<file path="src/hw/rtl/pps_pkg.sv">
package pps_pkg;

    // Fixed field widths of the process records and results.
    localparam int TIME_W = 16;
    localparam int PRIO_W = 8;
    localparam int CLK_W  = 21;
    localparam int ID_W   = 5;
    localparam int WAIT_W = 20;

    // Sequencer states.
    typedef enum logic [2:0] {
        ST_IDLE,
        ST_SCAN,
        ST_DECIDE,
        ST_UPDATE,
        ST_OUT_RD,
        ST_OUT_LOAD,
        ST_OUT_WAIT
    } t_state;

    // One stored process record.
    typedef struct packed {
        logic [TIME_W-1:0] arrival;
        logic [TIME_W-1:0] burst;
        logic [PRIO_W-1:0] prio;
    } t_record;

    // Running results of one scan over the stored processes.
    typedef struct packed {
        logic              best_v;
        logic [PRIO_W-1:0] best_prio;
        logic [TIME_W-1:0] best_arr;
        logic [TIME_W-1:0] best_rem;
        logic              fut_v;
        logic [TIME_W-1:0] fut;
    } t_scan_acc;

endpackage

</file>
<file path="src/hw/rtl/pps_if.sv">
// Channel carrying one process record per transaction.
interface pps_in_if;
    logic                       valid;
    logic                       ready;
    logic [pps_pkg::TIME_W-1:0] arrival_time;
    logic [pps_pkg::TIME_W-1:0] burst_length;
    logic [pps_pkg::PRIO_W-1:0] prio_level;
    logic                       last_record;

    modport source (output valid, arrival_time, burst_length, prio_level, last_record,
                    input ready);
    modport sink (input valid, arrival_time, burst_length, prio_level, last_record,
                  output ready);
endinterface

// Channel carrying one per-process result per transaction.
interface pps_out_if;
    logic                       valid;
    logic                       ready;
    logic [pps_pkg::ID_W-1:0]   proc_id;
    logic [pps_pkg::CLK_W-1:0]  finish_time;
    logic [pps_pkg::CLK_W-1:0]  turnaround;
    logic [pps_pkg::WAIT_W-1:0] wait_time;
    logic                       final_result;

    modport source (output valid, proc_id, finish_time, turnaround, wait_time, final_result,
                    input ready);
    modport sink (input valid, proc_id, finish_time, turnaround, wait_time, final_result,
                  output ready);
endinterface

</file>
<file path="src/hw/rtl/preemptive_priority_scheduler_top.sv">
// Channel  Direction  Payload
// i_in     sink       arrival_time, burst_length, prio_level, last_record
// o_out    source     proc_id, finish_time, turnaround, wait_time, final_result
//
// A record is taken whenever i_in.valid is high in the idle state; the record with last_record starts the schedule.
// Each scheduling round scans the n stored processes through one compare unit and a
// registered memory read port, and a batch needs at most 2n + 1 rounds.
// Each result then passes through ST_OUT_RD, ST_OUT_LOAD and ST_OUT_WAIT and is held until o_out.ready is high.
// Reset is synchronous and clears the sequencer and counts; the stores are not reset.
// No record is taken from the last record until the last result has gone out.
module preemptive_priority_scheduler_top #(
    parameter int MAX_PROCS = 16
) (
    input  logic        i_clk,
    input  logic        i_rst_n,
    pps_in_if.sink      i_in,
    pps_out_if.source   o_out
);
    import pps_pkg::*;

    localparam int IDX_W = (MAX_PROCS > 1) ? $clog2(MAX_PROCS) : 1;
    localparam int CNT_W = $clog2(MAX_PROCS + 1);

    t_state              r_state;
    t_state              n_state;
    logic [CNT_W-1:0]    r_count;
    logic [CNT_W-1:0]    r_done;
    logic [CNT_W-1:0]    r_idx;
    logic [CLK_W-1:0]    r_clk;
    t_scan_acc           r_acc;
    logic [IDX_W-1:0]    r_best_idx;
    logic [TIME_W-1:0]   r_span;

    // Memories and their read data.
    t_record             rec_mem [MAX_PROCS];
    logic [TIME_W-1:0]   rem_mem [MAX_PROCS];
    logic [CLK_W-1:0]    fin_mem [MAX_PROCS];
    t_record             r_rec_rd;
    logic [TIME_W-1:0]   r_rem_rd;
    logic [CLK_W-1:0]    r_fin_rd;

    // Output register.
    logic                r_out_valid;
    logic [ID_W-1:0]     r_proc_id;
    logic [CLK_W-1:0]    r_finish;
    logic [CLK_W-1:0]    r_tat;
    logic [WAIT_W-1:0]   r_wait;
    logic                r_final;

    logic                in_ready;
    logic                in_accept;
    logic                rec_we;
    logic                rem_we;
    logic                fin_we;
    logic [IDX_W-1:0]    wr_addr;
    logic [IDX_W-1:0]    rd_addr;
    logic [TIME_W-1:0]   rem_wd;
    t_record             load_rec;
    logic                store_free;
    logic [CNT_W-1:0]    eval_idx;
    logic                sel_take;
    t_scan_acc           sel_acc;
    logic [TIME_W-1:0]   gap;
    logic [CLK_W-1:0]    clk_sum;
    logic [TIME_W-1:0]   rem_left;
    logic                rem_zero;
    logic [CNT_W:0]      idx_plus;
    logic [CNT_W:0]      done_plus;
    logic                last_out;
    logic [CLK_W-1:0]    tat_calc;
    logic [CLK_W-1:0]    wait_calc;

    // Shared compare unit of the scan.
    pps_select u_select (
        .i_acc      (r_acc),
        .i_rec      (r_rec_rd),
        .i_rem      (r_rem_rd),
        .i_sim_time (r_clk),
        .o_take     (sel_take),
        .o_acc      (sel_acc)
    );

    // Datapath helpers.
    always_comb begin
        load_rec.arrival = i_in.arrival_time;
        load_rec.burst   = (i_in.burst_length == '0) ? TIME_W'(1) : i_in.burst_length;
        load_rec.prio    = i_in.prio_level;
        store_free = (r_count < CNT_W'(MAX_PROCS));
        in_accept  = i_in.valid && in_ready;
        eval_idx   = r_idx - CNT_W'(1);
        rd_addr    = r_idx[IDX_W-1:0];
        gap        = r_acc.fut - r_clk[TIME_W-1:0];
        clk_sum    = r_clk + CLK_W'(r_span);
        rem_left   = r_acc.best_rem - r_span;
        rem_zero   = (rem_left == '0);
        idx_plus   = {1'b0, r_idx} + (CNT_W+1)'(1);
        done_plus  = {1'b0, r_done} + (CNT_W+1)'(1);
        last_out   = (idx_plus == {1'b0, r_count});
        tat_calc   = r_fin_rd - CLK_W'(r_rec_rd.arrival);
        wait_calc  = tat_calc - CLK_W'(r_rec_rd.burst);
    end

    // Next state.
    always_comb begin
        n_state = r_state;
        unique case (r_state)
            ST_IDLE: begin
                if (in_accept && i_in.last_record) begin
                    n_state = ST_SCAN;
                end
            end
            ST_SCAN: begin
                if (r_idx == r_count) begin
                    n_state = ST_DECIDE;
                end
            end
            ST_DECIDE: begin
                n_state = r_acc.best_v ? ST_UPDATE : ST_SCAN;
            end
            ST_UPDATE: begin
                n_state = (rem_zero && (done_plus == {1'b0, r_count})) ? ST_OUT_RD : ST_SCAN;
            end
            ST_OUT_RD: begin
                n_state = ST_OUT_LOAD;
            end
            ST_OUT_LOAD: begin
                n_state = ST_OUT_WAIT;
            end
            ST_OUT_WAIT: begin
                if (o_out.ready) begin
                    n_state = last_out ? ST_IDLE : ST_OUT_RD;
                end
            end
            default: begin
                n_state = ST_IDLE;
            end
        endcase
    end

    // Handshake and memory write controls.
    always_comb begin
        in_ready = 1'b0;
        rec_we   = 1'b0;
        rem_we   = 1'b0;
        fin_we   = 1'b0;
        wr_addr  = r_best_idx;
        rem_wd   = rem_left;
        unique case (r_state)
            ST_IDLE: begin
                in_ready = 1'b1;
                wr_addr  = r_count[IDX_W-1:0];
                rem_wd   = load_rec.burst;
                rec_we   = in_accept && store_free;
                rem_we   = in_accept && store_free;
            end
            ST_UPDATE: begin
                rem_we = 1'b1;
                fin_we = rem_zero;
            end
            default: begin
            end
        endcase
    end

    assign i_in.ready         = in_ready;
    assign o_out.valid        = r_out_valid;
    assign o_out.proc_id      = r_proc_id;
    assign o_out.finish_time  = r_finish;
    assign o_out.turnaround   = r_tat;
    assign o_out.wait_time    = r_wait;
    assign o_out.final_result = r_final;

    // Record, remaining-work and finish-time memories with registered reads.
    always_ff @(posedge i_clk) begin
        if (rec_we) begin
            rec_mem[wr_addr] <= load_rec;
        end
        if (rem_we) begin
            rem_mem[wr_addr] <= rem_wd;
        end
        if (fin_we) begin
            fin_mem[wr_addr] <= clk_sum;
        end
        r_rec_rd <= rec_mem[rd_addr];
        r_rem_rd <= rem_mem[rd_addr];
        r_fin_rd <= fin_mem[rd_addr];
    end

    // Sequencer registers and counts.
    always_ff @(posedge i_clk) begin
        if (!i_rst_n) begin
            r_state     <= ST_IDLE;
            r_count     <= '0;
            r_done      <= '0;
            r_idx       <= '0;
            r_out_valid <= 1'b0;
        end else begin
            r_state <= n_state;
            unique case (r_state)
                ST_IDLE: begin
                    if (in_accept) begin
                        if (store_free) begin
                            r_count <= r_count + CNT_W'(1);
                        end
                        r_idx  <= '0;
                        r_done <= '0;
                    end
                end
                ST_SCAN: begin
                    r_idx <= r_idx + CNT_W'(1);
                end
                ST_DECIDE: begin
                    r_idx <= '0;
                end
                ST_UPDATE: begin
                    if (rem_zero) begin
                        r_done <= r_done + CNT_W'(1);
                    end
                    r_idx <= '0;
                end
                ST_OUT_RD: begin
                end
                ST_OUT_LOAD: begin
                    r_out_valid <= 1'b1;
                end
                ST_OUT_WAIT: begin
                    if (o_out.ready) begin
                        r_out_valid <= 1'b0;
                        if (last_out) begin
                            r_count <= '0;
                            r_done  <= '0;
                            r_idx   <= '0;
                        end else begin
                            r_idx <= r_idx + CNT_W'(1);
                        end
                    end
                end
                default: begin
                end
            endcase
        end
    end

    // Scheduling datapath and result payload.
    always_ff @(posedge i_clk) begin
        unique case (r_state)
            ST_IDLE: begin
                r_clk <= '0;
            end
            ST_SCAN: begin
                if (r_idx == '0) begin
                    r_acc <= '0;
                end else begin
                    r_acc <= sel_acc;
                    if (sel_take) begin
                        r_best_idx <= eval_idx[IDX_W-1:0];
                    end
                end
            end
            ST_DECIDE: begin
                if (!r_acc.best_v) begin
                    r_clk <= CLK_W'(r_acc.fut);
                end else if (r_acc.fut_v && (gap < r_acc.best_rem)) begin
                    r_span <= gap;
                end else begin
                    r_span <= r_acc.best_rem;
                end
            end
            ST_UPDATE: begin
                r_clk <= clk_sum;
            end
            ST_OUT_LOAD: begin
                r_proc_id <= ID_W'(idx_plus);
                r_finish  <= r_fin_rd;
                r_tat     <= tat_calc;
                r_wait    <= wait_calc[WAIT_W-1:0];
                r_final   <= last_out;
            end
            default: begin
            end
        endcase
    end

`ifndef NO_ASSERTIONS
    // The store count never passes the capacity.
    a_count_bound: assert property (@(posedge i_clk) disable iff (!i_rst_n)
        r_count <= CNT_W'(MAX_PROCS))
        else $error("process count exceeds capacity");

    // Results go out only once every stored process has finished.
    a_all_done: assert property (@(posedge i_clk) disable iff (!i_rst_n)
        r_out_valid |-> (r_done == r_count))
        else $error("result shown before schedule completed");

    // A run step advances by at least one unit and never past the remaining work.
    a_span_ok: assert property (@(posedge i_clk) disable iff (!i_rst_n)
        (r_state == ST_UPDATE) |-> ((r_span != '0) && (r_span <= r_acc.best_rem)))
        else $error("bad run span");

    // After the final result is taken, the block takes records again.
    a_reopen: assert property (@(posedge i_clk) disable iff (!i_rst_n)
        (o_out.valid && o_out.ready && o_out.final_result) |=> i_in.ready)
        else $error("input not reopened after final result");
`endif

endmodule

</file>
<file path="src/hw/rtl/pps_select.sv">
// Compare unit shared by every step of a scan: folds one stored process into the
// running choice of the process to run and the earliest future arrival.
module pps_select (
    input  pps_pkg::t_scan_acc               i_acc,
    input  pps_pkg::t_record                 i_rec,
    input  logic [pps_pkg::TIME_W-1:0]       i_rem,
    input  logic [pps_pkg::CLK_W-1:0]        i_sim_time,
    output logic                             o_take,
    output pps_pkg::t_scan_acc               o_acc
);
    import pps_pkg::*;

    logic pending;
    logic arrived;
    logic future;

    // Classify the process against the current simulated time.
    always_comb begin
        pending = (i_rem != '0);
        arrived = (CLK_W'(i_rec.arrival) <= i_sim_time);
        o_take  = pending && arrived &&
                  (!i_acc.best_v || (i_rec.prio < i_acc.best_prio) ||
                   ((i_rec.prio == i_acc.best_prio) && (i_rec.arrival < i_acc.best_arr)));
        future  = pending && !arrived && (!i_acc.fut_v || (i_rec.arrival < i_acc.fut));
    end

    // Update the running choice.
    always_comb begin
        o_acc = i_acc;
        if (o_take) begin
            o_acc.best_v    = 1'b1;
            o_acc.best_prio = i_rec.prio;
            o_acc.best_arr  = i_rec.arrival;
            o_acc.best_rem  = i_rem;
        end
        if (future) begin
            o_acc.fut_v = 1'b1;
            o_acc.fut   = i_rec.arrival;
        end
    end

endmodule

</file>
<file path="src/flat_wrapper.sv">
// flat-port wrapper written by rule: the top's interface ports become plain ports
module preemptive_priority_scheduler_top_flat import pps_pkg::*;
#(
    parameter int MAX_PROCS = 16
)
  (i_clk, i_rst_n, i_in_valid, i_in_arrival_time, i_in_burst_length, i_in_prio_level, i_in_last_record, i_in_ready, o_out_valid, o_out_proc_id, o_out_finish_time, o_out_turnaround, o_out_wait_time, o_out_final_result, o_out_ready);
  pps_in_if i_in_i ();
  pps_out_if o_out_i ();
  input  logic i_clk;
  input  logic i_rst_n;
  input wire logic [$bits(i_in_i.valid)-1:0] i_in_valid;
  input wire logic [$bits(i_in_i.arrival_time)-1:0] i_in_arrival_time;
  input wire logic [$bits(i_in_i.burst_length)-1:0] i_in_burst_length;
  input wire logic [$bits(i_in_i.prio_level)-1:0] i_in_prio_level;
  input wire logic [$bits(i_in_i.last_record)-1:0] i_in_last_record;
  output wire logic [$bits(i_in_i.ready)-1:0] i_in_ready;
  output wire logic [$bits(o_out_i.valid)-1:0] o_out_valid;
  output wire logic [$bits(o_out_i.proc_id)-1:0] o_out_proc_id;
  output wire logic [$bits(o_out_i.finish_time)-1:0] o_out_finish_time;
  output wire logic [$bits(o_out_i.turnaround)-1:0] o_out_turnaround;
  output wire logic [$bits(o_out_i.wait_time)-1:0] o_out_wait_time;
  output wire logic [$bits(o_out_i.final_result)-1:0] o_out_final_result;
  input wire logic [$bits(o_out_i.ready)-1:0] o_out_ready;
  assign i_in_i.valid = i_in_valid;
  assign i_in_i.arrival_time = i_in_arrival_time;
  assign i_in_i.burst_length = i_in_burst_length;
  assign i_in_i.prio_level = i_in_prio_level;
  assign i_in_i.last_record = i_in_last_record;
  assign i_in_ready = i_in_i.ready;
  assign o_out_valid = o_out_i.valid;
  assign o_out_proc_id = o_out_i.proc_id;
  assign o_out_finish_time = o_out_i.finish_time;
  assign o_out_turnaround = o_out_i.turnaround;
  assign o_out_wait_time = o_out_i.wait_time;
  assign o_out_final_result = o_out_i.final_result;
  assign o_out_i.ready = o_out_ready;
  preemptive_priority_scheduler_top #(.MAX_PROCS(MAX_PROCS)) u_core (.i_clk(i_clk), .i_rst_n(i_rst_n), .i_in(i_in_i), .o_out(o_out_i));
endmodule
</file>
<file path="config.mk">
export PLATFORM = sky130hd
export DESIGN_NAME = preemptive_priority_scheduler_top_flat
export DESIGN_NICKNAME = d
export VERILOG_FILES = /design/src/hw/rtl/pps_pkg.sv /design/src/hw/rtl/pps_if.sv /design/src/hw/rtl/preemptive_priority_scheduler_top.sv /design/src/hw/rtl/pps_select.sv /design/src/flat_wrapper.sv
export SDC_FILE = /design/constraint.sdc
export NUM_CORES = 2
export LEC_CHECK = 0
export BUFFER_PORTS_ARGS = -buffer_cell sky130_fd_sc_hd__buf_4
export CORE_ASPECT_RATIO = 0.7
export CORE_UTILIZATION = 45
export CTS_BUF_LIST = sky130_fd_sc_hd__clkbuf_8
export DETAILED_ROUTE_END_ITERATION = 7
export PLACE_DENSITY_LB_ADDON = 0.1
export SLEW_MARGIN = 20
export SYNTH_ARGS = -nofsm -noshare
export SYNTH_HDL_FRONTEND = slang
export SYNTH_SLANG_ARGS = --single-unit
</file>
<file path="constraint.sdc">
create_clock -name i_clk -period 5.3 [get_ports i_clk]
set_input_delay 0.53 -clock i_clk [delete_from_list [all_inputs] [get_ports i_clk]]
set_output_delay 0.53 -clock i_clk [all_outputs]
set_load 0.03 [all_outputs]
</file>
==> results.py <==
metrics = {
    "outcome": {
        "status": "finished, final reports clean",
    },
    "sta": {
        "worst_slew_pin_slew_ns": 1.11,
        "setup_viol": 0,
        "finalHoldViolations": 0,
        "fin_crit_sh": 0.917,
        "relSlewSlack": 0.258,
        "clock_skew_ns": 0.0458,
        "slew_violations": 0,
        "fmax_mhz": 206,
        "rsz0062_at_grt": "no",
        "finalSetupTns_ns": 0,
        "finalCriticalPeriod_ns": 4.86,
    },
    "routing": {
        "via_per_inst": 5.76,
        "antenna_left": 0,
        "drt_wl_total_um": 156000,
        "via_count": 31400,
        "wl_per_cell_um": 28.6,
        "route.detailed.drc": 0,
        "first_pass_iters": 5,
        "drt_iter0_drc": 3108,
    },
    "synthesis": {
        "seq_area_frac_synth": 0.724,
        "synth_top_area_frac": 0.692,
        "synth.avg_cell_area_um2": 19.3,
        "ys_top_cells_by_area": "edfxtp_1 69%, mux4_2 14%, dfxtp_1 3.2%, ha_1 3.1%, xnor2_1 1.0%",
        "yosysUniqueCellTypes": 66,
        "synth-edff-count": 1399,
        "synthesis.nets": 3342,
        "async_flop_share": 0,
        "syn_inst": 3140,
        "netlist_area_um2": 60700,
        "synth_seq_cells": 1495,
        "synthFlopType": "edfxtp_1",
        "yosysWarnings": 0,
        "synth_area_leader_cell": "edfxtp_1",
    },
    "clocking": {
        "tritoncts": "done",
        "clk_latency_ns": 0.96,
        "clock-sinks": 1495,
        "cts_buffer_depth": 3,
        "root_buffer": "clkbuf_8",
        "htreeDepth": 4,
        "clk_pin_slew_ns": 0.07,
        "cts-buffers-inserted": 224,
    },
    "die": {
        "dieArea_um2": 136000,
        "die_h_um": 309,
        "num_rows": 112,
        "die_x_um": 441,
        "io_pins": 115,
        "initial_core_util": 0.454,
        "core_area_um2": 134000,
    },
    "cells_and_area": {
        "layout.nets": 3688,
        "layout-drive-gt1-share": 0.267,
        "fin_util": 0.520,
        "area_growth_pct": 14.4,
        "fillers": 10600,
    },
    "power_and_ir_drop": {
        "leakagePower_uw": 0.0232,
        "finalPower_uw": 26800,
        "power.ir.vdd_worst_uv": 248,
        "power_per_cell_area_nw_per_um2": 386,
    },
    "setup_path": {
        "crit_fanout": 4,
        "cp_data_arrival_time_ns": 5.52,
        "reg2reg_slack_ns": 0.44,
        "slowest_stage": "dfxtp_1",
        "cp_common_cell": "a21oi_1",
        "critPathMaxStageDelay_ns": 0.48,
        "cp-end-kind": "flop",
        "critPathKind": "flop to flop",
        "crit_chain": "ha_1 > inv_1 > fa_1 > a211o_1 > a21oi_1 > a211oi_1 > or3_1 > a21oi_1 > xnor2_1 > ha_1 > a21o_1 > a21oi_1 > o21ai_0 > a2111oi_0 > buf_4 > nand3_1 > xnor2_1",
        "required_ns": 5.96,
        "worst_setup_path_start_kind": "flop",
    },
    "global_route": {
        "grt_overflow_total": 0,
        "grt_pass1_vias": 32300,
        "grt_pass1_wl_um": 225000,
        "antenna_found_initial": 4,
        "gr-usage-all-layers": 0.232,
        "grt_start_max_net_pins": 131,
    },
    "placed_design": {
        "gp_congestion": 0.875,
        "dp_hpwl_um": 93300,
        "io_buffers": 114,
    },
    "min_path": {
        "min_path_type": "input port to flop",
    },
    "flow_run": {
        "maxCapViolCount": 0,
    },
}
final cells by class:
type | instances | area (µm²) | area share
tap | 1767 | 2210 | 0.0318
clock buffer | 262 | 3610 | 0.0519
timing repair buffer | 250 | 2140 | 0.0308
inverter | 158 | 593 | 0.00854
sequential | 1495 | 43900 | 0.633
multi-input combinational | 1357 | 16000 | 0.230
clock inverter | 160 | 950 | 0.0137
antenna | 5 | 12.5 | 0.000180
layout by cell type, fill, tap and decap left out, drive strengths merged, types with 41 or more instances in the layout:
master and n:
a21oi 79, buf 209, edfxtp 1399, dlygate4sd3 41
nand2 74, nor2 133, clkbuf 262, mux4 385
o21ai 55, ha 152, clkinv 51, xnor2 69
dfxtp 96, nor2b 41, inv 255
cells by family after synthesis:
family / count (synthesis) / synth area share
flip-flops: 1495 / 0.724
AND/OR/NAND/NOR: 408 / 0.0337
multiplexers: 403 / 0.146
AO/OA/AOI/OAI: 296 / 0.0321
buffers and inverters: 288 / 0.0179
adder cells (fa/ha/maj): 157 / 0.0330
XOR/XNOR: 93 / 0.0134
synth_stat cells (all sizes together) (27+ instances only):
library cell / count
edfxtp: 1399
mux4: 385
inv: 156
ha: 152
nor2: 133
clkbuf: 108
dfxtp: 96
a21oi: 79
nand2: 74
xnor2: 69
o21ai: 55
nor2b: 41
a21o: 31
o21a: 27
final timing paths:
path                             from                     endpoint  cells after the start
setup reg to reg  u_core.r_rec_rd[24]   u_core.o_out.wait_time[19]                     17
hold reg to reg    u_core.r_fin_rd[4]  u_core.o_out.finish_time[4]                      0
hold / removal             i_in_valid            u_core.r_state[0]                      4
setup / recovery  u_core.r_rec_rd[24]   u_core.o_out.wait_time[19]                     17
registers in the layout, indices dropped and copies added, names as in the netlist, 4 cells and up:
register	flops
u_core.rec_mem	640
u_core.fin_mem	336
u_core.rem_mem	256
u_core.r_acc	58
u_core.r_rec_rd	40
u_core.o_out.finish_time	21
u_core.o_out.turnaround	21
u_core.r_clk	21
u_core.r_fin_rd	21
u_core.o_out.wait_time	20
u_core.r_rem_rd	16
u_core.r_span	16
u_core.o_out.proc_id	5
u_core.r_count	5
u_core.r_done	5
u_core.r_idx	5
u_core.r_best_idx	4
routing by layer:
layer | vias to the layer above | GRT usage | wire length [µm]
met4 | 0 | 0.0678 | 2830
met5 | - | 0 | 0
met1 | 16700 | 0.351 | 73000
li1 | 13400 | - | -
met3 | 205 | 0.0339 | 9110
met2 | 1119 | 0.349 | 70900
repair_timing:
| action | in CTS | in global routing |
|---|---|---|
| setup buffers | 0 | 0 |
| hold buffers | 41 | 0 |
| resized for setup | 0 | 0 |
| endpoints found under the setup margin | 0 | 0 |
| endpoints found under the hold margin | 643 | 0 |
through the flow:
step	hold WS (ns)	setup slack, ns	cell area, µm²	std cells
after CTS	0.0416	0.491	69400	5449
after global routing	0.159	0.159	69400	5452
after floorplan	0.408	0.693	60700	3140
final	0.155	0.441	69400	5454
after detailed placement	0.429	0.514	64400	4986
after global placement	0.432	0.551	64400	4986
report_power, final:
group / total (µW) / switching, µW / internal, µW / leakage, µW
Clock: 9440 / 4530 / 4910 / 0.00269
Sequential: 13900 / 241 / 13700 / 0.0135
Combinational: 3440 / 2150 / 1280 / 0.00701
Total: 26800 / 6920 / 19900 / 0.0232
critical path: cells and delay by family, from the launching register on:
| kind | cells | cell delay [ns] |
|---|---|---|
| AOI/OAI and AO/OA | 8 | 1.97 |
| DFF | 1 | 0.48 |
| adders and majority gates | 3 | 1.00 |
| xor gates and xnor gates | 2 | 0.38 |
| buffers and inverters | 2 | 0.25 |
| and+or+nand+nor | 2 | 0.46 |
No activity file was read; power rests on OpenSTA's default activity.
